--- src/rtl/lp2ab_pkg.sv ---
package lp2ab_pkg;

    typedef struct packed {
        logic [7:0] in_byte;
        logic       in_last;
    } in_item_t;

    typedef struct packed {
        logic        item_kind;
        logic [7:0]  out_byte;
        logic [1:0]  status_code;
        logic [31:0] unit_count;
        logic        run_last;
    } out_item_t;

    typedef enum logic [1:0] {
        LEN_1BYTE   = 2'd0,
        LEN_2BYTE   = 2'd1,
        LEN_4BYTE   = 2'd2,
        LEN_INVALID = 2'd3
    } len_code_t;

    typedef enum logic [1:0] {
        SC_NONE  = 2'd0,
        SC_SHORT = 2'd1,
        SC_LONG  = 2'd2
    } sc_kind_t;

    typedef struct packed {
        sc_kind_t    sc;
        logic        data_en;
        logic [7:0]  data;
        logic        stat_en;
        logic [1:0]  status;
        logic [31:0] count;
    } job_t;

    localparam len_code_t LEN_CODE_RESET = LEN_4BYTE;

    localparam logic KIND_DATA   = 1'b0;
    localparam logic KIND_STATUS = 1'b1;

    localparam logic [1:0] ST_OK          = 2'd0;
    localparam logic [1:0] ST_BAD_SIZE    = 2'd1;
    localparam logic [1:0] ST_PAYLOAD_CUT = 2'd2;
    localparam logic [1:0] ST_LENGTH_CUT  = 2'd3;

    localparam logic [2:0] SC_LONG_LEN  = 3'd4;
    localparam logic [2:0] SC_SHORT_LEN = 3'd3;
    localparam logic [7:0] SC_ZERO_BYTE = 8'h00;
    localparam logic [7:0] SC_TAIL_BYTE = 8'h01;

    localparam logic [31:0] COUNT_MAX = 32'hFFFF_FFFF;

endpackage

--- src/rtl/lp2ab_front.sv ---
module lp2ab_front (
    input  logic                aclk,
    input  logic                aresetn,
    input  lp2ab_pkg::len_code_t len_code,
    input  logic                s_valid,
    output logic                s_ready,
    input  lp2ab_pkg::in_item_t s_data,
    input  logic                q_full,
    output logic                q_push,
    output lp2ab_pkg::job_t     q_job
);
    import lp2ab_pkg::*;

    logic        in_payload_reg, in_payload_next;
    logic [1:0]  seen_reg, seen_next;
    logic [31:0] accum_reg, accum_next;
    logic [31:0] left_reg, left_next;
    logic [31:0] units_reg, units_next;

    logic        accept;
    logic [2:0]  need;
    logic [2:0]  seen_inc;
    logic [31:0] accum_shift;
    logic [31:0] left_dec;
    job_t        job;

    assign s_ready = !q_full;
    assign accept  = s_valid && !q_full;

    always_comb begin
        unique case (len_code)
            LEN_1BYTE:   need = 3'd1;
            LEN_2BYTE:   need = 3'd2;
            LEN_4BYTE:   need = 3'd4;
            LEN_INVALID: need = 3'd4;
            default:     need = 3'd4;
        endcase
    end

    assign seen_inc    = {1'b0, seen_reg} + 3'd1;
    assign accum_shift = {accum_reg[23:0], s_data.in_byte};
    assign left_dec    = left_reg - 32'd1;

    always_comb begin
        in_payload_next = in_payload_reg;
        seen_next       = seen_reg;
        accum_next      = accum_reg;
        left_next       = left_reg;
        units_next      = units_reg;
        job             = '0;
        job.sc          = SC_NONE;

        if (len_code != LEN_INVALID) begin
            if (in_payload_reg) begin
                job.data_en = 1'b1;
                job.data    = s_data.in_byte;
                left_next   = left_dec;
                if (left_dec == 32'd0) begin
                    in_payload_next = 1'b0;
                end
            end else begin
                accum_next = accum_shift;
                seen_next  = seen_inc[1:0];
                if (seen_inc >= need) begin
                    job.sc          = (units_reg == 32'd0) ? SC_LONG : SC_SHORT;
                    units_next      = (units_reg == COUNT_MAX) ? units_reg
                                                               : units_reg + 32'd1;
                    left_next       = accum_shift;
                    in_payload_next = (accum_shift != 32'd0);
                    accum_next      = 32'd0;
                    seen_next       = 2'd0;
                end
            end
        end

        if (s_data.in_last) begin
            job.stat_en = 1'b1;
            job.count   = units_next;
            priority if (len_code == LEN_INVALID) begin
                job.status = ST_BAD_SIZE;
            end else if (in_payload_next && (left_next != 32'd0)) begin
                job.status = ST_PAYLOAD_CUT;
            end else if (seen_next != 2'd0) begin
                job.status = ST_LENGTH_CUT;
            end else begin
                job.status = ST_OK;
            end
            in_payload_next = 1'b0;
            seen_next       = 2'd0;
            accum_next      = 32'd0;
            left_next       = 32'd0;
            units_next      = 32'd0;
        end
    end

    assign q_job  = job;
    assign q_push = accept && ((job.sc != SC_NONE) || job.data_en || job.stat_en);

    always_ff @(posedge aclk) begin
        if (!aresetn) begin
            in_payload_reg <= 1'b0;
            seen_reg       <= 2'd0;
            accum_reg      <= 32'd0;
            left_reg       <= 32'd0;
            units_reg      <= 32'd0;
        end else if (accept) begin
            in_payload_reg <= in_payload_next;
            seen_reg       <= seen_next;
            accum_reg      <= accum_next;
            left_reg       <= left_next;
            units_reg      <= units_next;
        end
    end

endmodule

--- src/rtl/lp2ab_queue.sv ---
module lp2ab_queue #(
    parameter int DEPTH = 4
) (
    input  logic            aclk,
    input  logic            aresetn,
    input  logic            push,
    input  lp2ab_pkg::job_t push_job,
    output logic            full,
    input  logic            pop,
    output logic            empty,
    output lp2ab_pkg::job_t head_job
);
    import lp2ab_pkg::*;

    localparam int AW = (DEPTH > 1) ? $clog2(DEPTH) : 1;
    localparam int CW = $clog2(DEPTH + 1);
    localparam logic [AW-1:0] LAST_PTR  = AW'(DEPTH - 1);
    localparam logic [CW-1:0] DEPTH_CNT = CW'(DEPTH);

    job_t          mem [DEPTH];
    logic [AW-1:0] wr_ptr_reg, wr_ptr_next;
    logic [AW-1:0] rd_ptr_reg, rd_ptr_next;
    logic [CW-1:0] count_reg, count_next;
    logic          do_push;
    logic          do_pop;

    assign full     = (count_reg == DEPTH_CNT);
    assign empty    = (count_reg == '0);
    assign do_push  = push && !full;
    assign do_pop   = pop && !empty;
    assign head_job = mem[rd_ptr_reg];

    always_comb begin
        wr_ptr_next = wr_ptr_reg;
        rd_ptr_next = rd_ptr_reg;
        count_next  = count_reg;
        if (do_push) begin
            wr_ptr_next = (wr_ptr_reg == LAST_PTR) ? '0 : wr_ptr_reg + AW'(1);
        end
        if (do_pop) begin
            rd_ptr_next = (rd_ptr_reg == LAST_PTR) ? '0 : rd_ptr_reg + AW'(1);
        end
        if (do_push && !do_pop) begin
            count_next = count_reg + CW'(1);
        end else if (do_pop && !do_push) begin
            count_next = count_reg - CW'(1);
        end
    end

    always_ff @(posedge aclk) begin
        if (do_push) begin
            mem[wr_ptr_reg] <= push_job;
        end
    end

    always_ff @(posedge aclk) begin
        if (!aresetn) begin
            wr_ptr_reg <= '0;
            rd_ptr_reg <= '0;
            count_reg  <= '0;
        end else begin
            wr_ptr_reg <= wr_ptr_next;
            rd_ptr_reg <= rd_ptr_next;
            count_reg  <= count_next;
        end
    end

endmodule

--- src/rtl/lp2ab_back.sv ---
module lp2ab_back (
    input  logic                 aclk,
    input  logic                 aresetn,
    input  logic                 q_empty,
    input  lp2ab_pkg::job_t      head_job,
    output logic                 q_pop,
    output logic                 m_valid,
    input  logic                 m_ready,
    output lp2ab_pkg::out_item_t m_data
);
    import lp2ab_pkg::*;

    logic [2:0] idx_reg, idx_next;
    logic       m_valid_reg, m_valid_next;
    out_item_t  m_data_reg;
    out_item_t  item;
    logic [2:0] n_sc;
    logic [2:0] total;
    logic       last_item;
    logic       fire;

    always_comb begin
        unique case (head_job.sc)
            SC_NONE:  n_sc = 3'd0;
            SC_SHORT: n_sc = SC_SHORT_LEN;
            SC_LONG:  n_sc = SC_LONG_LEN;
            default:  n_sc = 3'd0;
        endcase
    end

    assign total     = n_sc + {2'b0, head_job.data_en} + {2'b0, head_job.stat_en};
    assign last_item = (idx_reg == total - 3'd1);
    assign fire      = !q_empty && (!m_valid_reg || m_ready);
    assign q_pop     = fire && last_item;

    always_comb begin
        item          = '0;
        item.run_last = last_item;
        priority if (idx_reg < n_sc) begin
            item.item_kind = KIND_DATA;
            item.out_byte  = (idx_reg == n_sc - 3'd1) ? SC_TAIL_BYTE : SC_ZERO_BYTE;
        end else if ((idx_reg == n_sc) && head_job.data_en) begin
            item.item_kind = KIND_DATA;
            item.out_byte  = head_job.data;
        end else begin
            item.item_kind   = KIND_STATUS;
            item.status_code = head_job.status;
            item.unit_count  = head_job.count;
        end
    end

    always_comb begin
        idx_next     = idx_reg;
        m_valid_next = m_valid_reg;
        if (fire) begin
            idx_next     = last_item ? 3'd0 : idx_reg + 3'd1;
            m_valid_next = 1'b1;
        end else if (m_ready) begin
            m_valid_next = 1'b0;
        end
    end

    always_ff @(posedge aclk) begin
        if (!aresetn) begin
            idx_reg     <= 3'd0;
            m_valid_reg <= 1'b0;
        end else begin
            idx_reg     <= idx_next;
            m_valid_reg <= m_valid_next;
        end
    end

    always_ff @(posedge aclk) begin
        if (fire) begin
            m_data_reg <= item;
        end
    end

    assign m_valid = m_valid_reg;
    assign m_data  = m_data_reg;

endmodule

--- src/rtl/length_prefixed_to_annexb_unit.sv ---
// Each result beat is held in the job queue and then in the output register.
// Throughput: while m_ready is high, one result beat and one payload byte per cycle.
// A completed length field expands into three or four start code beats, and the
// job queue between the front and back parts absorbs that before input stalls.
// Synchronous active-low reset clears the unit state, the queue and the output,
// and sets the length field size to four bytes.
module length_prefixed_to_annexb_unit #(
    parameter int QUEUE_DEPTH = 4
) (
    input  logic                 aclk,
    input  logic                 aresetn,
    input  logic                 cfg_valid,
    output logic                 cfg_ready,
    input  logic [1:0]           cfg_data,
    input  logic                 s_valid,
    output logic                 s_ready,
    input  lp2ab_pkg::in_item_t  s_data,
    output logic                 m_valid,
    input  logic                 m_ready,
    output lp2ab_pkg::out_item_t m_data
);
    import lp2ab_pkg::*;

    len_code_t len_code_reg;
    logic      q_push;
    logic      q_full;
    logic      q_pop;
    logic      q_empty;
    job_t      push_job;
    job_t      head_job;

    assign cfg_ready = 1'b1;

    always_ff @(posedge aclk) begin
        if (!aresetn) begin
            len_code_reg <= LEN_CODE_RESET;
        end else if (cfg_valid && cfg_ready) begin
            len_code_reg <= len_code_t'(cfg_data);
        end
    end

    lp2ab_front u_front (
        .aclk     (aclk),
        .aresetn  (aresetn),
        .len_code (len_code_reg),
        .s_valid  (s_valid),
        .s_ready  (s_ready),
        .s_data   (s_data),
        .q_full   (q_full),
        .q_push   (q_push),
        .q_job    (push_job)
    );

    lp2ab_queue #(
        .DEPTH (QUEUE_DEPTH)
    ) u_queue (
        .aclk     (aclk),
        .aresetn  (aresetn),
        .push     (q_push),
        .push_job (push_job),
        .full     (q_full),
        .pop      (q_pop),
        .empty    (q_empty),
        .head_job (head_job)
    );

    lp2ab_back u_back (
        .aclk     (aclk),
        .aresetn  (aresetn),
        .q_empty  (q_empty),
        .head_job (head_job),
        .q_pop    (q_pop),
        .m_valid  (m_valid),
        .m_ready  (m_ready),
        .m_data   (m_data)
    );

    // A status beat always closes the run of beats caused by its input byte.
    a_status_is_last: assert property (@(posedge aclk) disable iff (!aresetn)
        (m_valid && (m_data.item_kind == KIND_STATUS)) |-> m_data.run_last)
        else $error("status beat without run_last");

    a_data_fields_clear: assert property (@(posedge aclk) disable iff (!aresetn)
        (m_valid && (m_data.item_kind == KIND_DATA))
            |-> ((m_data.status_code == ST_OK) && (m_data.unit_count == 32'd0)))
        else $error("data beat carries status fields");

    a_no_push_when_full: assert property (@(posedge aclk) disable iff (!aresetn)
        q_full |-> (!q_push && !s_ready))
        else $error("job pushed into a full queue");

    a_pop_needs_output: assert property (@(posedge aclk) disable iff (!aresetn)
        q_pop |=> m_valid)
        else $error("job retired without a result beat");

endmodule

--- config.mk ---
export PLATFORM = sky130hd
export DESIGN_NAME = length_prefixed_to_annexb_unit
export DESIGN_NICKNAME = d
export VERILOG_FILES = /design/src/rtl/lp2ab_pkg.sv /design/src/rtl/lp2ab_front.sv /design/src/rtl/lp2ab_queue.sv /design/src/rtl/lp2ab_back.sv /design/src/rtl/length_prefixed_to_annexb_unit.sv
export SDC_FILE = /design/constraint.sdc
export NUM_CORES = 1
export LEC_CHECK = 0
export ABC_AREA = 1
export BUFFER_PORTS_ARGS = -buffer_cell sky130_fd_sc_hd__buf_2
export CAP_MARGIN = 20
export CORE_AREA = 2 2 236 238
export DETAILED_ROUTE_END_ITERATION = 10
export DIE_AREA = 0 0 238 240
export PLACE_DENSITY = 0.53
export SYNTH_ARGS = -nofsm -noshare
export SYNTH_HDL_FRONTEND = slang
export SYNTH_SLANG_ARGS = --single-unit
--- constraint.sdc ---
create_clock -name aclk -period 12.74 [get_ports aclk]
set_input_delay 1.274 -clock aclk [delete_from_list [all_inputs] [get_ports aclk]]
set_output_delay 1.274 -clock aclk [all_outputs]
set_load 0.01 [all_outputs]
* Word level (Yosys, flattened, before mapping)
Memories as Yosys holds them, arrays and structs flattened. A register that Yosys moved wholly into a read port is not among the register bits.
Cells that the tools add are included.
** Storage, ports and cells
- Bits in registers :: 148
- Memory bits (writable) :: 184
- Input port bits :: 16
- Memories kept :: 1
** Memories
- u_queue.mem :: words 4, bits a word 46, read ports 1, clocked after Yosys merged registers in 1, wr ports 1, line lp2ab_queue.sv:20 : job_t mem [DEPTH];
** Cells by class
- Add/subtract/negate cells :: 12
- $lt $le $gt $ge :: 2
- Equal/unequal tests :: 14
- Mux-type cells :: 48
- Reduce and logical (&&, ||, !) cells :: 32
** Operators by type and width (count)
- 2-to-1 mux 32 bit :: 9
- 2-to-1 mux 24 bit :: 4
- logical NOT 32 bit :: 2
- nonzero test 32 bit :: 2
- 2-to-1 mux 35 bit :: 1
- adder 32 x 1 -> 32 bit (second input constant) :: 1
- == test 32 bit (second input constant) :: 1
- subtractor 32 x 1 -> 32 bit (second input constant) :: 1
- 2-to-1 mux 2 bit :: 14
- 2-to-1 mux 8 bit :: 2
- 2-to-1 mux 1 bit :: 11
- 2-to-1 mux 11 bit :: 1
- == test 2 bit (second input constant) :: 5
- logical AND 1 bit :: 10
- nonzero test 2 bit :: 5
- == test 3 bit :: 3
- 2-to-1 mux 3 bit :: 3
- 2-to-1 mux 9 bit :: 1
- one-hot mux 3 bit (3 select lines) :: 1
- subtractor 3 x 1 -> 3 bit (second input constant) :: 3
- adder 3 x 1 -> 3 bit :: 2
- adder 3 x 1 -> 3 bit (second input constant) :: 2
- one-hot mux 3 bit (2 select lines) :: 1
- logical NOT 1 bit :: 5
- 12 further kinds :: 18

* Longest topological paths before layout
- Word-level depth :: 19
- Depth in mapped cells :: 20
- Depth with buffers taken out :: 18

* Hierarchy
From an unflattened synthesis, not the netlist that was laid out.
** Second synthesis, totals
- Cell total of the unflattened synthesis :: 1928
- Area total of the unflattened synthesis :: 16428.3 um2
** By module, submodules not included
- lp2ab_queue :: times used 1, cells an instance 517, area each 7320.8 um2, sequential area each 5705.5 um2
- lp2ab_front :: times used 1, cells an instance 1202, area each 6922.9 um2, sequential area each 1821.7 um2
- lp2ab_back :: times used 1, cells an instance 196, area each 2098.3 um2, sequential area each 1401.3 um2
- length_prefixed_to_annexb_unit :: times used 1, cells an instance 13, area each 86.3 um2, sequential area each 40.0 um2

* Worst setup path before layout
No wires, ideal clock.
- Path type :: input to register
- Start :: in m_ready
- End :: reg u_queue.count_reg[1]
- Setup time :: 120 ps
- Arrival time :: 5241 ps
- Setup slack :: 7378 ps
- Cell stages on the path :: 10
- Path buffers :: 0
- Cell sequence :: nor2_1 a31oi_1 inv_1 nor2_1 inv_1 ha_1 inv_1 fa_1 o21ai_0 a21oi_1
** On the way
- Longest elaborated chain between the ends :: 7
** RTL lines
- start, declared :: line length_prefixed_to_annexb_unit.sv:19 : input logic m_ready,
- logical OR 1 bit :: line lp2ab_back.sv:33 : assign fire = !q_empty && (!m_valid_reg || m_ready);
- logical AND 1 bit :: line lp2ab_back.sv:33
- named net u_back.fire :: line lp2ab_back.sv:20 : logic fire;
- logical AND 1 bit :: line lp2ab_back.sv:34 : assign q_pop = fire && last_item;
- logical AND 1 bit :: line lp2ab_queue.sv:30 : assign do_pop = pop && !empty;
- logical NOT 1 bit :: line lp2ab_queue.sv:43 : if (do_push && !do_pop) begin
- logical AND 1 bit :: line lp2ab_queue.sv:43
- 2-to-1 mux 3 bit :: line lp2ab_queue.sv:43
- named net u_queue.count_next[1] :: line lp2ab_queue.sv:23 : logic [CW-1:0] count_reg, count_next;
- end signal, assigned :: line lp2ab_queue.sv:64 : count_reg <= count_next;
- end, declared :: line lp2ab_queue.sv:23
The timed path passes the listed nets, and every way through them passes these cells.
A chain may end at the register's enable or synchronous reset.

==> flow_metrics.env <==
export IMPL_status="finished clean"
export IMPL_hp_class="reg -> reg"
export IMPL_reg2reg_slack_ns=7.94
export IMPL_grt_setup_unrepaired="false"
export IMPL_required_ns=13.19
export IMPL_place_gp_congestion=0.904
export IMPL_ant_nets=0
export IMPL_antenna_found_initial=0
export IMPL_fin_skew_ns=0.0164
export IMPL_first_pass_iters=5
export IMPL_synth_seq_cells=334
export IMPL_cp_end_kind="flop"
export IMPL_syn_area_per_cell_um2=8.46
export IMPL_swShare_pct=33.9
export IMPL_core_area_um2=54700
export IMPL_ys_seq_area_share_pct=55.1
export IMPL_hold_viol=0
export IMPL_clockBufferDepth=3
export IMPL_max_slew_margin_rel_pct=27.4
export IMPL_numCtsBuffers=38
export IMPL_drc_errors=0
export IMPL_dp_hpwl_mm=29.0
export IMPL_post_dp_cell_area_um2=17300
export IMPL_path_clk_slew_ns=0.06
export IMPL_p_int_mw=2.13
export IMPL_netlist_area_um2=16300
export IMPL_syn_num_nets=1960
export IMPL_stdcell_area_um2=18400
export IMPL_path_max_fanout=42
export IMPL_p_sw_mw=1.09
export IMPL_grt_max_degree=95
export IMPL_multi_input_area_um2=6330
export IMPL_crit_type="reg -> reg"
export IMPL_p_comb_share_pct=24.7
export IMPL_largest_reg_flops=184
export IMPL_start_util_pct=29.8
export IMPL_nFillCells=5677
export IMPL_crit_arrival_ns=5.25
export IMPL_track_usage_pct=15.6
export IMPL_die_y_um=240
export IMPL_dr_total_vias=13000
export IMPL_cp_start_kind="flop"
export IMPL_io_buffers=61
export IMPL_max_cap_viol_count=0
export IMPL_p_clk_share_pct=31.8
export IMPL_tns_ns=0
export IMPL_clk_latency_ns=0.57
export IMPL_ios=63
export IMPL_grt_pass1_wl_mm=70.3
export IMPL_grt_ovfl_total=0
export IMPL_slew_violations=0
export IMPL_seqPwrFrac_pct=43.5
export IMPL_cts_root_buf="clkbuf_16"
export IMPL_wirelength_mm=44.6
export IMPL_fmax_mhz=208
export IMPL_cts_tree="yes"
export IMPL_first_global_vias=12500
export IMPL_postCtsSetupBuffers=0
export IMPL_diodes=0
export IMPL_synthDistinctLibCells=53
export IMPL_rows=86
export IMPL_numClockSinks=334
export IMPL_synth_cells=1922
export IMPL_seq_area_um2=8970
export IMPL_min_period_ns=4.80
export IMPL_vdd_ir_drop_max_mv=0.102
export IMPL_ctsHtreeMaxLevel=2
export IMPL_leakage_nw=7.02
export IMPL_finalCritPeriodShare_pct=37.7
export IMPL_power_density_nw_per_um2=175
export IMPL_yosys_warnings=0
export IMPL_viasPerCell=4.84
export IMPL_hold_buffers=0
export IMPL_area_growth_pct=13.2
export IMPL_fp_dieArea_um2=57100
export IMPL_dr_first_iter_drc_count=884
export IMPL_drive_above_1_share_pct=9.08
export IMPL_tightestPinTransition_ns=1.09
export IMPL_die_width_um=238
export IMPL_wl_per_cell_um=16.6
export IMPL_setup_violations=0
export IMPL_cts_resized=0
export IMPL_fin_nets=1993
-- area by class of cell --
class                      count  area share (%)
sequential                   334            48.7
multi-input combinational   1331            34.4
clock buffer                  44            5.34
tap                          704            4.78
inverter                     173            3.54
timing repair buffer          77            2.31
clock inverter                24           0.917
-- per-layer routing --
| layer | up-vias | routed length (um) | track usage (%) |
|---|---|---|---|
| li1 | 6467 | - | - |
| met1 | 6144 | 20700 | 21.1 |
| met2 | 318 | 20700 | 26.0 |
| met3 | 68 | 2390 | 2.53 |
| met4 | 0 | 856 | 4.11 |
| met5 | - | 0 | 0 |
-- critical path: stages (launching register included) --
cell and delay (ns):
dfxtp_2 0.31, buf_4 0.46, clkinv_1 0.70, buf_4 0.50, a32oi_1 0.30, inv_1 0.07
ha_1 0.23, fa_1 0.48, xor2_1 0.15, nand3_1 0.12, nor2_1 0.08, inv_1 0.10
ha_1 0.16, inv_1 0.08, fa_1 0.44, a21oi_1 0.14, o21ai_0 0.12, o21ai_0 0.17
a21oi_1 0.06
-- stage by stage --
step                power, mW  hold WS, ns  util, %  setup WS [ns]  instances
global placement         2.22        0.470     31.6           7.92       2619
finish                   3.22        0.484     33.7           7.94       2687
CTS                      3.27        0.487     33.7           7.83       2687
global route             3.41        0.515     33.7           7.49       2687
detailed placement       2.23        0.479     31.6           7.85       2619
floorplan                1.94        0.458        -           7.38       1922
-- cell families after synthesis --
family                   after synthesis  share of synthesized area [%]
XOR/XNOR                              29                           1.56
buffers and inverters                257                           6.28
adder cells (fa/ha/maj)               22                           1.78
other                                  1                         0.0231
multiplexers                           1                         0.0692
flip-flops                           334                           55.1
AND/OR/NAND/NOR                      969                           25.3
AO/OA/AOI/OAI                        309                           9.89
-- power by group through the flow --
stage	logic [mW]	registers (mW)	clock network (mW)
finish	0.795	1.40	1.02
global route	0.903	1.41	1.10
CTS	0.811	1.40	1.05
detailed placement	0.808	1.43	0
global placement	0.796	1.43	0
floorplan	0.497	1.44	0
-- placed cells by master, fill, tap and decap left out, types with 7 or more instances in the layout --
cell type	count
nand3_1	110
o21ai_0	119
nor2_4	7
clkinv_2	13
clkinv_1	7
edfxtp_1	228
inv_2	8
a21oi_1	164
ha_1	20
xor2_1	24
nor4_1	24
buf_2	61
nor2_1	338
o21ai_1	7
nor3_1	11
nand2_1	417
inv_1	162
clkbuf_16	38
dfxtp_1	104
nand4_1	28
buf_4	16
-- worst paths after layout --
path	startpoint	to	depth (start not counted)
max	flop	u_queue.count_reg[2]$_SDFFE_PN0P_	18
min	u_front.accum_reg[23]$_SDFFE_PN0P_	u_front.accum_reg[23]$_SDFFE_PN0P_	2
max reg2reg	flop	u_queue.count_reg[2]$_SDFFE_PN0P_	18
min reg2reg	u_front.accum_reg[23]$_SDFFE_PN0P_	u_front.accum_reg[23]$_SDFFE_PN0P_	2
-- cells in the mapped netlist, drive strengths merged --
master	number	area, um^2
a211oi	1	7.51
a21oi	165	837
a22oi	1	7.51
a31o	1	8.76
a31oi	1	6.26
a32o	3	30.0
a32oi	2	17.5
and2	2	12.5
and3	1	6.26
buf	24	144
clkbuf	60	225
clkinv	2	7.51
conb	1	3.75
dfxtp	106	2120
edfxtp	228	6850
fa	2	40.0
ha	20	250
inv	171	644
mux2	1	11.3
nand2	425	1630
nand3	114	613
nand3b	4	30.0
nand4	30	200
nor2	352	1370
nor3	13	75.1
nor3b	1	7.51
nor4	24	150
o211a	1	10.0
o21ai	126	631
o21bai	2	15.0
o22ai	5	31.3
o31ai	1	7.51
or2	2	12.5
or4	1	7.51
xnor2	5	43.8
xor2	24	210
(Power assumes the default switching activity.)
